<file path="config.mk">
export PLATFORM = sky130hd
export DESIGN_NAME = rrrd_div
export DESIGN_NICKNAME = d
export VERILOG_FILES = /design/src/rtl/rrrd_pkg.sv /design/src/rtl/rrrd_div.sv
export SDC_FILE = /design/constraint.sdc
export NUM_CORES = 2
export LEC_CHECK = 0
export BUFFER_PORTS_ARGS = -buffer_cell sky130_fd_sc_hd__buf_4
export CAP_MARGIN = 10
export CORE_ASPECT_RATIO = 0.8
export CORE_MARGIN = 2
export CORE_UTILIZATION = 40
export DETAILED_ROUTE_END_ITERATION = 10
export GPL_ROUTABILITY_DRIVEN = 0
export PLACE_DENSITY = 0.66
export SETUP_SLACK_MARGIN = 0.15
export SLEW_MARGIN = 0
export SYNTH_ARGS = -nofsm -noshare
export SYNTH_HDL_FRONTEND = slang
export SYNTH_MEMORY_MAX_BITS = 65536
export SYNTH_SLANG_ARGS = --single-unit
</file>
<file path="constraint.sdc">
create_clock -name clk -period 8 [get_ports clk]
set_clock_uncertainty 0.15 [all_clocks]
set_input_delay 0.4 -clock clk [delete_from_list [all_inputs] [get_ports clk]]
set_output_delay 0.4 -clock clk [all_outputs]
set_load 0.02 [all_outputs]
</file>
<file path="src/rtl/rrrd_pkg.sv">
// Shared widths, payload types and saturation helper for the ray direction unit.
`default_nettype none

package rrrd_pkg;

  localparam int FRAC_BITS = 14;

  localparam int DW    = 16;
  localparam int IW    = 15;
  localparam int DOTW  = 33;
  localparam int CW    = 33 - FRAC_BITS;
  localparam int RW    = FRAC_BITS + 4;
  localparam int R2W   = FRAC_BITS + 9;
  localparam int SQW   = ((2 * CW > 2 * FRAC_BITS + 1) ? 2 * CW : 2 * FRAC_BITS + 1) + 1;
  localparam int S2W   = ((66 - 3 * FRAC_BITS > FRAC_BITS + 1) ?
                          66 - 3 * FRAC_BITS : FRAC_BITS + 1) + 1;
  localparam int KW    = R2W + S2W + 1;
  localparam int TW    = KW / 2;
  localparam int XW    = 2 * TW;
  localparam int RCW   = RW + CW - FRAC_BITS + 1;
  localparam int MW    = ((RCW > TW) ? RCW : TW) + 1;
  localparam int OW    = ((RW + 17 > MW + 17) ? RW + 17 : MW + 17) + 1;
  localparam int VW    = ((DW + 2 * FRAC_BITS > 50) ? DW + 2 * FRAC_BITS : 50) + 2;
  localparam int REMW  = IW + FRAC_BITS;
  localparam int CMPW  = IW + RW + 1;

  localparam logic [DW-1:0] TIR_X = (FRAC_BITS >= 15) ? 16'h7fff : 16'(1 << FRAC_BITS);

  localparam logic OP_REFLECT = 1'b0;
  localparam logic OP_REFRACT = 1'b1;

  typedef struct packed {
    logic                   op;
    logic [2:0][DW-1:0]     refl;
    logic [2:0][DW-1:0]     d;
    logic [2:0][DW:0]       nf;
    logic [CW-1:0]          c;
  } div_side_t;

  typedef struct packed {
    logic                   op;
    logic [2:0][DW-1:0]     refl;
    logic [2:0][DW-1:0]     d;
    logic [2:0][DW:0]       nf;
    logic [RW-1:0]          r;
    logic [RCW-1:0]         rc;
    logic                   tir;
  } sqrt_side_t;

  typedef struct packed {
    logic [DW-1:0] x;
    logic [DW-1:0] y;
    logic [DW-1:0] z;
    logic          exists;
  } res_t;

  function automatic logic [DW-1:0] sat16(input logic signed [63:0] v);
    logic [DW-1:0] s;
    if (v > 64'sd32767) begin
      s = 16'h7fff;
    end else if (v < -64'sd32768) begin
      s = 16'h8000;
    end else begin
      s = v[DW-1:0];
    end
    return s;
  endfunction

endpackage

`default_nettype wire

</file>
<file path="src/rtl/rrrd_div.sv">
// Pipelined restoring divider producing the index ratio, one quotient bit per stage.
`default_nettype none

module rrrd_div (
  input  wire logic                 clk,
  input  wire logic                 rst_n,
  input  wire logic                 en,
  input  wire logic                 in_valid,
  input  wire logic [rrrd_pkg::IW-1:0] num,
  input  wire logic [rrrd_pkg::IW-1:0] den,
  input  wire logic                 sat,
  input  rrrd_pkg::div_side_t       side_in,
  output logic                      out_valid,
  output logic [rrrd_pkg::RW-1:0]   quot,
  output rrrd_pkg::div_side_t       side_out
);

  localparam int NS   = rrrd_pkg::RW;
  localparam int F    = rrrd_pkg::FRAC_BITS;
  localparam int IW   = rrrd_pkg::IW;
  localparam int REMW = rrrd_pkg::REMW;
  localparam int CMPW = rrrd_pkg::CMPW;

  logic                  v_r    [NS];
  logic [REMW-1:0]       rem_r  [NS];
  logic [NS-1:0]         q_r    [NS];
  logic [IW-1:0]         den_r  [NS];
  logic                  sat_r  [NS];
  rrrd_pkg::div_side_t   side_r [NS];

  logic                  v_nxt    [NS];
  logic [REMW-1:0]       rem_nxt  [NS];
  logic [NS-1:0]         q_nxt    [NS];
  logic [IW-1:0]         den_nxt  [NS];
  logic                  sat_nxt  [NS];
  rrrd_pkg::div_side_t   side_nxt [NS];

  always_comb begin
    logic [REMW-1:0] rem_in;
    logic [NS-1:0]   q_in;
    logic [CMPW-1:0] dsh;
    logic [CMPW-1:0] rcmp;
    logic            ge;
    for (int j = 0; j < NS; j++) begin
      if (j == 0) begin
        v_nxt[j]    = in_valid;
        rem_in      = {num, {F{1'b0}}};
        q_in        = '0;
        den_nxt[j]  = den;
        sat_nxt[j]  = sat;
        side_nxt[j] = side_in;
      end else begin
        v_nxt[j]    = v_r[j-1];
        rem_in      = rem_r[j-1];
        q_in        = q_r[j-1];
        den_nxt[j]  = den_r[j-1];
        sat_nxt[j]  = sat_r[j-1];
        side_nxt[j] = side_r[j-1];
      end
      dsh        = CMPW'(den_nxt[j]) << (NS - 1 - j);
      rcmp       = CMPW'(rem_in);
      ge         = (rcmp >= dsh);
      rem_nxt[j] = ge ? REMW'(rcmp - dsh) : rem_in;
      q_nxt[j]   = ge ? (q_in | (NS'(1) << (NS - 1 - j))) : q_in;
    end
  end

  always_ff @(posedge clk) begin
    for (int j = 0; j < NS; j++) begin
      if (!rst_n) begin
        v_r[j] <= 1'b0;
      end else if (en) begin
        v_r[j] <= v_nxt[j];
      end
    end
  end

  always_ff @(posedge clk) begin
    if (en) begin
      for (int j = 0; j < NS; j++) begin
        rem_r[j]  <= rem_nxt[j];
        q_r[j]    <= q_nxt[j];
        den_r[j]  <= den_nxt[j];
        sat_r[j]  <= sat_nxt[j];
        side_r[j] <= side_nxt[j];
      end
    end
  end

  assign out_valid = v_r[NS-1];
  assign quot      = sat_r[NS-1] ? '1 : q_r[NS-1];
  assign side_out  = side_r[NS-1];

endmodule

`default_nettype wire

</file>
==> impl_metrics.py <==
metrics = {
    "pwr": {
        "power_density_mw_per_mm2": 308,
        "net-switching-power_w": 0.0114,
        "pwr-share-seq_pct": 52.1,
        "internal_power_w": 0.0367,
        "p_clk_share_pct": 36.5,
        "power_frac_comb_pct": 11.4,
        "swShare_pct": 23.7,
        "vdd_ir_drop_max_uv": 284,
        "p_leak_nw": 55.2,
    },
    "timing": {
        "worstMarginPinSlew_ps": 1190,
        "fmax_mhz": 231,
        "relSlewSlack_pct": 21.0,
        "fin_crit_ps": 4330,
        "holdWs_ps": 88.8,
        "setup_viol": 0,
        "fin_tns_setup_ps": 0,
        "grt_setup_unrepaired": "no",
        "final-hold-violation-count": 0,
        "maxSlewViolCount": 0,
        "period_share_pct": 54.1,
    },
    "place": {
        "dp.cells": 11185,
        "hpwl_mm": 114,
        "place.port_buffers": 387,
        "place_area_sq_mm": 0.140,
    },
    "logic_synthesis": {
        "synth_area_leaders": "edfxtp_1 87%, ha_1 2.5%, a21oi_1 0.99%, inv_1 0.92%, xnor2_1 0.90%",
        "avgSynthCellArea_sq_um": 20.5,
        "synth_top_area_share_pct": 86.9,
        "yosys.area.top_type": "edfxtp_1",
        "syn_area_sq_mm": 0.132,
        "async_reset_ff_share_pct": 0,
        "yosysWarnings": 0,
        "synth.net_count": 6919,
        "ys_seq_area_share_pct": 86.9,
        "syn_inst": 6437,
        "synth_cell_types": 78,
        "synth_most_common_cell": "edfxtp_1",
        "synth_top_flop_cell": "edfxtp_1",
        "ys_ff_latch": 3814,
        "synth_edf_count": 3813,
        "synthTopCellsByCount": "3,813 x edfxtp_1, 324 x inv_1, 263 x ha_1",
    },
    "setup_path": {
        "timing.rr.end": "rem_r[12][24]$_DFFE_PP_",
        "worstRegToRegCells": 10,
        "critical_path_class": "reg -> reg",
        "startpoint": "den_r[11][0]$_DFFE_PP_",
        "rrSetupSlack_ps": 3670,
        "critPathMaxFanout": 28,
        "r2r_start": "den_r[11][0]$_DFFE_PP_",
        "crit_path_start_kind": "register",
        "end_kind": "register",
        "worst_ep_required_time_ps": 8480,
        "cp-endpoint": "rem_r[12][24]$_DFFE_PP_",
        "cp_data_arrival_time_ps": 4810,
    },
    "grt": {
        "grt_overflow": 0,
        "grt_pass1_vias": 57458,
        "gr-usage-all-layers_pct": 11.4,
        "grt_antenna_before_repair": 4,
        "grt_max_degree": 220,
        "grt_pass1_wl_mm": 310,
    },
    "cells_and_area": {
        "num-nets-final": 8018,
        "finalNonFillerCells": 12210,
        "layout-drive-gt1-share_pct": 14.0,
        "design_area_sq_mm": 0.156,
        "area_delta_synth_final_pct": 18.8,
    },
    "drt": {
        "drtAntennaViolNets": 0,
        "drc": 0,
        "first_iter_violations": 4867,
        "num_vias": 57595,
        "avgRoutedWirePerCell_microns": 16.2,
        "viasPerCell": 4.72,
        "wl_mm": 198,
        "drtPass1Iterations": 6,
    },
    "clocking": {
        "clk_pin_slew_worst_paths_ps": 60,
        "postCtsSetupBuffers": 0,
        "cts_buffer_depth": 4,
        "clk_latency_ps": 930,
        "clkSinkCount": 3814,
        "cts_made_buffers": 364,
        "htreeDepth": 5,
        "cts_tree": "done",
        "root_buffer": "clkbuf_16",
    },
    "flow_run": {
        "cap_violations": 0,
    },
    "die": {
        "rows": 188,
        "chipWidth_microns": 646,
        "start_util_pct": 40.2,
        "die_y_microns": 517,
        "core_sq_mm": 0.328,
        "io_pins": 388,
        "die_area_sq_mm": 0.334,
    },
    "hold_path": {
        "hp-class": "in -> reg",
    },
    "status": {
        "outcome": "finished, final reports clean",
    },
}
==> through the flow <==
stage | worst slack [ps] | total power, W | util [%]
after floorplan | 4910 | 0.0288 | -
after global placement | 3820 | 0.0304 | 42.8
after detailed placement | 3760 | 0.0307 | 42.8
after CTS | 3760 | 0.0486 | 47.7
after global routing | 3350 | 0.0502 | 47.7
final | 3670 | 0.0481 | 47.7
==> flip-flops by register name, indices dropped and copies added (netlist names) <==
signal / count
v_r: 18
den_r: 255
q_r: 171
side_r: 3006
sat_r: 18
rem_r: 346
==> final cells by class <==
class	instances	area, sq um
clock buffer	418	9310
fill	26454	171000
sequential	3814	115000
inverter	327	1230
multi-input combinational	2244	15800
clock inverter	251	3130
timing repair buffer	785	7000
antenna	1	2.50
tap	4370	5470
==> critical path, cell delays in order, from the launching register on <==
cell and delay [ps]:
edfxtp_1 390, inv_1 110, fa_1 480, a21o_1 200, a21oi_1 280, o21ai_0 280
a31oi_1 450, nand3_1 920, nand3_1 540, nor3_1 110, xor2_1 160
==> what timing repair did <==
item	in CTS	in global routing
hold endpoints to repair	288	0
resized for setup	0	0
hold buffers	353	0
==> metal layers <==
layer	wire (microns)	vias to the layer above	track usage (%)
li1	-	27210	-
met1	87300	28287	15.3
met2	93700	1566	18.6
met3	9750	530	2.14
met4	7230	2	4.56
met5	42	-	0
==> cells in the final DEF (no fill, tap or decap), types with 43 or more instances in the layout <==
cell type / instances
xnor2_1: 135
nand2_1: 197
nor3_1: 68
clkbuf_16: 364
nand2b_1: 46
clkinv_1: 72
buf_4: 414
o21ai_0: 201
nor2_1: 233
ha_1: 263
dlygate4sd3_1: 353
edfxtp_1: 3813
a21oi_1: 260
xor2_1: 125
bufinv_16: 53
mux2_2: 67
a21o_1: 72
clkinv_2: 58
clkbuf_1: 54
nor2b_1: 43
o21a_1: 54
inv_1: 324
==> worst min path at each step <==
stage	slack, ps	endpoint	depth (start not counted)	start
after detailed placement	250	q_r[11][11]$_DFFE_PP_	0	q_r[10][11]$_DFFE_PP_
after global placement	250	side_r[12][166]$_DFFE_PP_	0	side_r[11][166]$_DFFE_PP_
final	90	side_r[0][33]$_DFFE_PP_	2	side_in[33]
after global routing	20	side_r[0][33]$_DFFE_PP_	2	side_in[33]
after CTS	0.02	side_r[0][87]$_DFFE_PP_	2	side_in[87]
after floorplan	250	q_r[10][10]$_DFFE_PP_	0	q_r[9][10]$_DFFE_PP_
==> power groups by stage <==
stage,registers [W],clock network (W),logic (W)
2_1_floorplan,0.0251,0,0.00369
3_3_place_gp,0.0254,0,0.00495
3_5_place_dp,0.0255,0,0.00525
4_1_cts,0.0251,0.0182,0.00543
5_1_grt,0.0252,0.0189,0.00607
6_report,0.0251,0.0176,0.00551
==> cells by family after synthesis <==
logic type / count (synthesis) / share of synthesized area, %
mux: 71 / 0.603
simple gates: 838 / 3.14
xor+xnor: 260 / 1.73
fa+ha+maj: 280 / 2.76
buf+inv: 379 / 1.08
compound gates: 795 / 3.74
flops: 3814 / 86.9
No activity file was read; power rests on OpenSTA's default activity.
