===== src/rtl/rrrd_pkg.sv =====
// Shared widths, payload types and saturation helper for the ray direction unit.
`default_nettype none

package rrrd_pkg;

  localparam int FRAC_BITS = 14;

  localparam int DW    = 16;
  localparam int IW    = 15;
  localparam int DOTW  = 33;
  localparam int CW    = 33 - FRAC_BITS;
  localparam int RW    = FRAC_BITS + 4;
  localparam int R2W   = FRAC_BITS + 9;
  localparam int SQW   = ((2 * CW > 2 * FRAC_BITS + 1) ? 2 * CW : 2 * FRAC_BITS + 1) + 1;
  localparam int S2W   = ((66 - 3 * FRAC_BITS > FRAC_BITS + 1) ?
                          66 - 3 * FRAC_BITS : FRAC_BITS + 1) + 1;
  localparam int KW    = R2W + S2W + 1;
  localparam int TW    = KW / 2;
  localparam int XW    = 2 * TW;
  localparam int RCW   = RW + CW - FRAC_BITS + 1;
  localparam int MW    = ((RCW > TW) ? RCW : TW) + 1;
  localparam int OW    = ((RW + 17 > MW + 17) ? RW + 17 : MW + 17) + 1;
  localparam int VW    = ((DW + 2 * FRAC_BITS > 50) ? DW + 2 * FRAC_BITS : 50) + 2;
  localparam int REMW  = IW + FRAC_BITS;
  localparam int CMPW  = IW + RW + 1;

  localparam logic [DW-1:0] TIR_X = (FRAC_BITS >= 15) ? 16'h7fff : 16'(1 << FRAC_BITS);

  localparam logic OP_REFLECT = 1'b0;
  localparam logic OP_REFRACT = 1'b1;

  typedef struct packed {
    logic                   op;
    logic [2:0][DW-1:0]     refl;
    logic [2:0][DW-1:0]     d;
    logic [2:0][DW:0]       nf;
    logic [CW-1:0]          c;
  } div_side_t;

  typedef struct packed {
    logic                   op;
    logic [2:0][DW-1:0]     refl;
    logic [2:0][DW-1:0]     d;
    logic [2:0][DW:0]       nf;
    logic [RW-1:0]          r;
    logic [RCW-1:0]         rc;
    logic                   tir;
  } sqrt_side_t;

  typedef struct packed {
    logic [DW-1:0] x;
    logic [DW-1:0] y;
    logic [DW-1:0] z;
    logic          exists;
  } res_t;

  function automatic logic [DW-1:0] sat16(input logic signed [63:0] v);
    logic [DW-1:0] s;
    if (v > 64'sd32767) begin
      s = 16'h7fff;
    end else if (v < -64'sd32768) begin
      s = 16'h8000;
    end else begin
      s = v[DW-1:0];
    end
    return s;
  endfunction

endpackage

`default_nettype wire


===== src/rtl/rrrd_obuf.sv =====
// Two-entry output buffer that decouples the pipeline from the result channel.
`default_nettype none

module rrrd_obuf (
  input  wire logic           clk,
  input  wire logic           rst_n,
  input  wire logic           push,
  input  rrrd_pkg::res_t      din,
  output logic                full,
  output logic                out_valid,
  input  wire logic           out_stall,
  output rrrd_pkg::res_t      dout
);

  logic [1:0]      count_r;
  logic [1:0]      count_nxt;
  logic            pop;
  rrrd_pkg::res_t  slot0_r;
  rrrd_pkg::res_t  slot1_r;

  always_comb begin
    pop       = (count_r != 2'd0) && !out_stall;
    count_nxt = count_r + 2'(push) - 2'(pop);
  end

  always_ff @(posedge clk) begin
    if (!rst_n) begin
      count_r <= 2'd0;
    end else begin
      count_r <= count_nxt;
    end
  end

  always_ff @(posedge clk) begin
    if (pop) begin
      if (count_r == 2'd2) begin
        slot0_r <= slot1_r;
      end else if (push) begin
        slot0_r <= din;
      end
    end else if (push) begin
      if (count_r == 2'd0) begin
        slot0_r <= din;
      end else begin
        slot1_r <= din;
      end
    end
  end

  assign full      = (count_r == 2'd2);
  assign out_valid = (count_r != 2'd0);
  assign dout      = slot0_r;

endmodule

`default_nettype wire


===== config.mk =====
export PLATFORM = sky130hd
export DESIGN_NAME = rrrd_obuf
export DESIGN_NICKNAME = d
export VERILOG_FILES = /design/src/rtl/rrrd_pkg.sv /design/src/rtl/rrrd_obuf.sv
export SDC_FILE = /design/constraint.sdc
export NUM_CORES = 1
export LEC_CHECK = 0
export BUFFER_PORTS_ARGS = -buffer_cell sky130_fd_sc_hd__buf_2
export CAP_MARGIN = 20
export CORE_MARGIN = 2
export CORE_UTILIZATION = 51
export DETAILED_ROUTE_END_ITERATION = 10
export PLACE_DENSITY_LB_ADDON = 0.1
export SYNTH_ARGS = -nofsm -noshare
export SYNTH_HDL_FRONTEND = slang
export SYNTH_SLANG_ARGS = --single-unit

===== constraint.sdc =====
create_clock -name clk -period 6 [get_ports clk]
set_input_delay 0.6 -clock clk [delete_from_list [all_inputs] [get_ports clk]]
set_output_delay 0.6 -clock clk [all_outputs]
set_load 0.05 [all_outputs]

==> results of run 1 <==
## final timing paths
| check | start | endpoint | slack, ns | cells after the start |
|---|---|---|---|---|
| worst min register to register | slot1_r[44] | dout[44] | 0.53 | 1 |
| worst max register to register | count_r[1] | dout[15] | 3.77 | 3 |
| worst min-delay path | din[12] | slot1_r[12] | 0.44 | 1 |
| worst max-delay path | out_stall | dout[15] | 3.72 | 4 |
## Yosys cell counts
| cell | instances | share of area |
|---|---|---|
| sky130_fd_sc_hd__edfxtp_1 | 98 | 0.80 |
| sky130_fd_sc_hd__buf_6 | 1 | 0.0030 |
| sky130_fd_sc_hd__dfxtp_1 | 2 | 0.011 |
| sky130_fd_sc_hd__nor2b_1 | 3 | 0.0051 |
| sky130_fd_sc_hd__mux2_1 | 10 | 0.030 |
| sky130_fd_sc_hd__ha_1 | 2 | 0.0068 |
| sky130_fd_sc_hd__nor2_1 | 1 | 0.0010 |
| sky130_fd_sc_hd__xnor3_1 | 1 | 0.0061 |
| sky130_fd_sc_hd__and2_1 | 2 | 0.0034 |
| sky130_fd_sc_hd__buf_2 | 3 | 0.0041 |
| sky130_fd_sc_hd__buf_4 | 1 | 0.0020 |
| sky130_fd_sc_hd__nor3b_2 | 1 | 0.0034 |
| sky130_fd_sc_hd__o32ai_1 | 1 | 0.0024 |
| sky130_fd_sc_hd__mux2_2 | 39 | 0.12 |
| sky130_fd_sc_hd__or2_2 | 1 | 0.0017 |
| sky130_fd_sc_hd__and3_1 | 1 | 0.0017 |
| sky130_fd_sc_hd__inv_1 | 3 | 0.0030 |
## final cells by class
type	instances	area (um2)
flip-flops and latches	100	2980
fillers	546	2590
multi-input cells	62	694
repair buffers	106	551
clock buffers	11	131
well taps	99	124
clock inverters	5	52.6
inverters	3	11.3
## metrics by stage
step | power (mW) | setup WS (ns) | instances | area (um2) | hold slack [ns]
floorplan | 1.55 | 1.01 | 170 | 3700 | 0.508
global placement | 1.71 | 3.34 | 369 | 4340 | 0.514
detailed placement | 1.72 | 3.31 | 370 | 4360 | 0.517
CTS | 2.12 | 3.68 | 386 | 4550 | 0.423
global route | 2.18 | 3.57 | 386 | 4550 | 0.416
finish | 2.09 | 3.72 | 386 | 4550 | 0.441
## cells in the final DEF, fill, tap and decap left out, types with 3 or more instances in the layout
| master | netlist | routed |
|---|---|---|
| sky130_fd_sc_hd__buf_2 | 3 | 103 |
| sky130_fd_sc_hd__clkbuf_8 | 0 | 9 |
| sky130_fd_sc_hd__edfxtp_1 | 98 | 98 |
| sky130_fd_sc_hd__inv_1 | 3 | 3 |
| sky130_fd_sc_hd__mux2_1 | 10 | 10 |
| sky130_fd_sc_hd__mux2_2 | 39 | 39 |
| sky130_fd_sc_hd__nor2b_1 | 3 | 3 |
## registers in the layout, summed over array words and instances, names as in the netlist
signal / cells
dout: 49
count_r: 2
slot1_r: 49
## logic make-up (layout without fill, tap and decap cells)
| logic type | Yosys count | after routing | share of synthesized area |
|---|---|---|---|
| xor gates and xnor gates | 1 | 1 | 0.00609 |
| buffers and inverters | 8 | 125 | 0.0122 |
| DFF | 100 | 100 | 0.807 |
| AOI/OAI and AO/OA | 1 | 1 | 0.00237 |
| and+or+nand+nor | 9 | 9 | 0.0162 |
| muxes | 49 | 49 | 0.149 |
| adders and majority gates | 2 | 2 | 0.00677 |
## report_power, final
group          switching (mW)  leakage, nW  internal (mW)
clock                   0.204       0.0846          0.190
combinational           0.517        0.680          0.184
sequential             0.0376        0.948          0.953
## metal layers
metal	vias up	wire length, um	track usage
li1	895	-	-
met1	905	2610	0.202
met2	62	2750	0.242
met3	9	350	0.0425
met4	0	113	0.0760
met5	-	0	0
==> run metrics, run 1 <==
run status finished, final reports clean; number of clock sinks 100; Max Buffers Root-to-Sink 2; Slew Limit Headroom 0.333; number of library cell types mapped by synthesis 17; critical path peak fanout 29; signal arrival time at the worst endpoint 2.27 ns; global route total overflow 0; count of input and output buffers 103; global-route usage over all layers 0.155; number of ports placed on the die boundary 104; endpoints failing hold 0; ANT nets after route 0; Slew @ Worst Pin ~1 ns; via count of the first global-routing pass 1825; vertical die dimension 89.1 um; n_diodes 0; CTS tree done; total via count after detailed routing 1871; Hold/Removal Path Class input port to flip-flop; number of flip-flops and latches in the synthesized netlist 100; Total Die Area 7940 um2; startpoint-to-endpoint class of the critical path input port to flip-flop; slowest stage delay, CP 0.81 ns; worst voltage drop across the vdd grid 0.234 mV; register area share after synthesis 0.807; total of max-cap violations 0; Cell Area, Synth about 3700 um2; final setup violating endpoints 0; Slew Viols, Final 0; share of the cycle needed by the critical path after routing 0.379; Top delay family on crit path compound AO/OA/AOI/OAI gates; Num CTS Buffers 9; first-pass GRT wire length 8870 um; die boundary width approximately 89 um; Starting Density 0.518; DP HPWL 3870 um; critical path buffer and inverter count 2; cts repair resizes 0; YS warnings 0; Leakage roughly 1.7 nW; Layout Nets 337; Clock Latency Late Sink approximately 0.34 ns; number of standard cells after synthesis 170; Util after Layout 0.637; final estimated routing congestion in global placement between 0.6 and 0.7; final setup skew ~0.0079 ns; f_max 439 MHz; initial antenna violation count 0; Critical Path Source Type input port; cell at the slowest stage of the critical path sky130_fd_sc_hd__o32ai_4; growth of design area from synthesis to finish 23.0%; Req. time, crit path 6.00 ns; post-route minimum period 2.28 ns; Post-CTS Setup Repair Bufs 0; standard-cell row count 31; root buffer cell sky130_fd_sc_hd__clkbuf_8; first-iteration detailed-routing DRC count 52; Setup crit end kind flip-flop; TritonRoute pass-1 iters 4; fraction of final layout cells with drive strength greater than 1 0.561; largest net degree at the start of global routing 50; detail-routed via count per cell 4.85; post-DR wirelength/cell 15.1 um; Setup TNS 0 ns; clock slew at the register clock pins of the worst setup and hold paths roughly 0.090 ns; RSZ-0062 raised after global routing false; synthesized net count 225; placeable core region a little over 7000 um2; hold buffer count at CTS 0; maximum level of the CTS H-tree 3; mean area per synthesized cell 21.7 um2; Residual DRC 0; sequence of cells on the critical path buf_2 > and2_1 > o32ai_4 > buf_4; wire length after detailed routing 5820 um; areal power density over the cells around 460 nW/um2
(Power assumes the default switching activity.)
==> run 2: changes to the inputs <==
==> constraint.sdc (replaced) <==
create_clock -name clk -period 2.1 [get_ports clk]
set_input_delay 0.21 -clock clk [delete_from_list [all_inputs] [get_ports clk]]
set_output_delay 0.21 -clock clk [all_outputs]
set_load 0.05 [all_outputs]
==> run 2 against run 1 <==
Critical path depth up 3. Largest power group unchanged. Highest routed layer unchanged. Non-clock buffer count grew 3. Routed wire length rose by 4.2%. Flip-flop and latch count is the same. Total power grew to 3.0 times the previous value.
==> run metrics, run 2 (same netlist as run 1, synthesis figures left out) <==
run status finished, final reports clean; total non-filler cell area in the finished layout around 4600 um2; wire length after detailed routing 6070 um; Hold/Removal Path Class input port to flip-flop; via count of the first global-routing pass around 1800; startpoint-to-endpoint class of the critical path flip-flop to flip-flop; vertical die dimension 89.1 um; share of the cycle needed by the critical path after routing 0.797; number of clock sinks 100; count of input and output buffers 103; cell at the slowest stage of the critical path sky130_fd_sc_hd__dfxtp_1; Starting Density 0.518; clock slew at the register clock pins of the worst setup and hold paths about 0.1 ns; Slew Viols, Final 0; Leakage 1.75 nW; number of ports placed on the die boundary 104; total of max-cap violations 0; Critical Path Source Type flip-flop; endpoints failing hold 0; hold buffer count at CTS 0; maximum level of the CTS H-tree 3; critical path peak fanout 5; slowest stage delay, CP 0.39 ns; Clock Latency Late Sink 0.36 ns; global route total overflow 0; growth of design area from synthesis to finish 24.9%; Setup TNS 0 ns; commonest non-fill, non-tap cell in the layout sky130_fd_sc_hd__buf_2; CTS tree done; largest net degree at the start of global routing 29; Residual DRC 0; die boundary width 89.1 um; final setup violating endpoints 0; Total Die Area 7940 um2; post-route minimum period between 1.5 and 2 ns; Num CTS Buffers 9; Post-CTS Setup Repair Bufs 0; Slew @ Worst Pin 0.380 ns; detail-routed via count per cell 4.86; final estimated routing congestion in global placement 0.683; first-pass GRT wire length 8760 um; f_max between 500 and 600 MHz; cts repair resizes 0; final standard cell count with taps included and fillers excluded a little under 400; sequence of cells on the critical path or2_2 > nor2b_1 > ha_1 > inv_1 > ha_1 > xnor3_1 > nor2b_1; first-iteration detailed-routing DRC count 74; placeable core region 7140 um2; Slew Limit Headroom 0.746; DP HPWL roughly 4000 um; Setup crit end kind flip-flop; Max Buffers Root-to-Sink 2; total via count after detailed routing 1889; final setup skew 0.0141 ns; signal arrival time at the worst endpoint 1.96 ns; Placed Cells incl. Taps 373; commonest cells after routing, fill and taps aside sky130_fd_sc_hd__buf_2 (103), sky130_fd_sc_hd__edfxtp_1 (98), sky130_fd_sc_hd__mux2_2 (39), sky130_fd_sc_hd__mux2_1 (10), sky130_fd_sc_hd__clkbuf_8 (9); Layout Nets 340; ANT nets after route 0; areal power density over the cells 1360 nW/um2; Req. time, crit path around 2.4 ns; root buffer cell sky130_fd_sc_hd__clkbuf_8; total placed instance area 4380 um2; TritonRoute pass-1 iters 4; global-route usage over all layers 0.153; initial antenna violation count 0; n_diodes 0; post-DR wirelength/cell around 16 um; RSZ-0062 raised after global routing false; fraction of final layout cells with drive strength greater than 1 0.583; worst voltage drop across the vdd grid between 0.6 and 0.7 mV; standard-cell row count 31
[run 2: metrics by stage]
stage / hold slack, ns / total power, mW / util / setup slack [ns]
2_1_floorplan: 0.309 / 4.44 / - / 0.00845
5_1_grt: 0.0172 / 6.56 / 0.647 / 0.325
3_3_place_gp: 0.401 / 4.91 / 0.613 / 0.477
6_report: 0.0295 / 6.28 / 0.647 / 0.426
4_1_cts: 0.0108 / 6.36 / 0.647 / 0.412
3_5_place_dp: 0.402 / 4.92 / 0.613 / 0.433
[run 2: final timing paths]
| kind | start | to | slack (ns) | depth (start not counted) |
|---|---|---|---|---|
| worst max-delay path | count_r[0] | count_r[1] | 0.43 | 7 |
| worst min-delay path | din[43] | slot1_r[43] | 0.03 | 1 |
| worst max register to register | count_r[0] | count_r[1] | 0.43 | 7 |
| worst min register to register | slot1_r[45] | dout[45] | 0.53 | 1 |
[run 2: routing by layer]
layer / global-route usage / vias to the layer above / wire length, um
li1: - / 891 / -
met1: 0.194 / 920 / 2630
met2: 0.234 / 68 / 2840
met3: 0.0499 / 10 / 486
met4: 0.0855 / 0 / 104
met5: 0 / - / 0
[run 2: layout make-up]
| type | instances | area [um2] |
|---|---|---|
| well taps | 99 | 124 |
| clock buffers | 10 | 128 |
| multi-input cells | 62 | 697 |
| repair buffers | 109 | 561 |
| inverters | 3 | 11.3 |
| fillers | 551 | 2520 |
| clock inverters | 6 | 113 |
| flip-flops and latches | 100 | 2980 |
[run 2: power by group]
group / total, mW / switching, mW / internal (mW)
clock network: 1.43 / 0.641 / 0.792
logic: 2.02 / 1.48 / 0.539
registers: 2.82 / 0.102 / 2.72
total: 6.28 / 2.23 / 4.05
[run 2: critical path, delay by kind of cell (launching register included)]
kind | cells | cell delay [ns]
AND/OR/NAND/NOR | 3 | 0.56
adder cells (fa/ha/maj) | 2 | 0.40
flip-flops | 1 | 0.39
XOR/XNOR | 1 | 0.20
buffers and inverters | 1 | 0.06
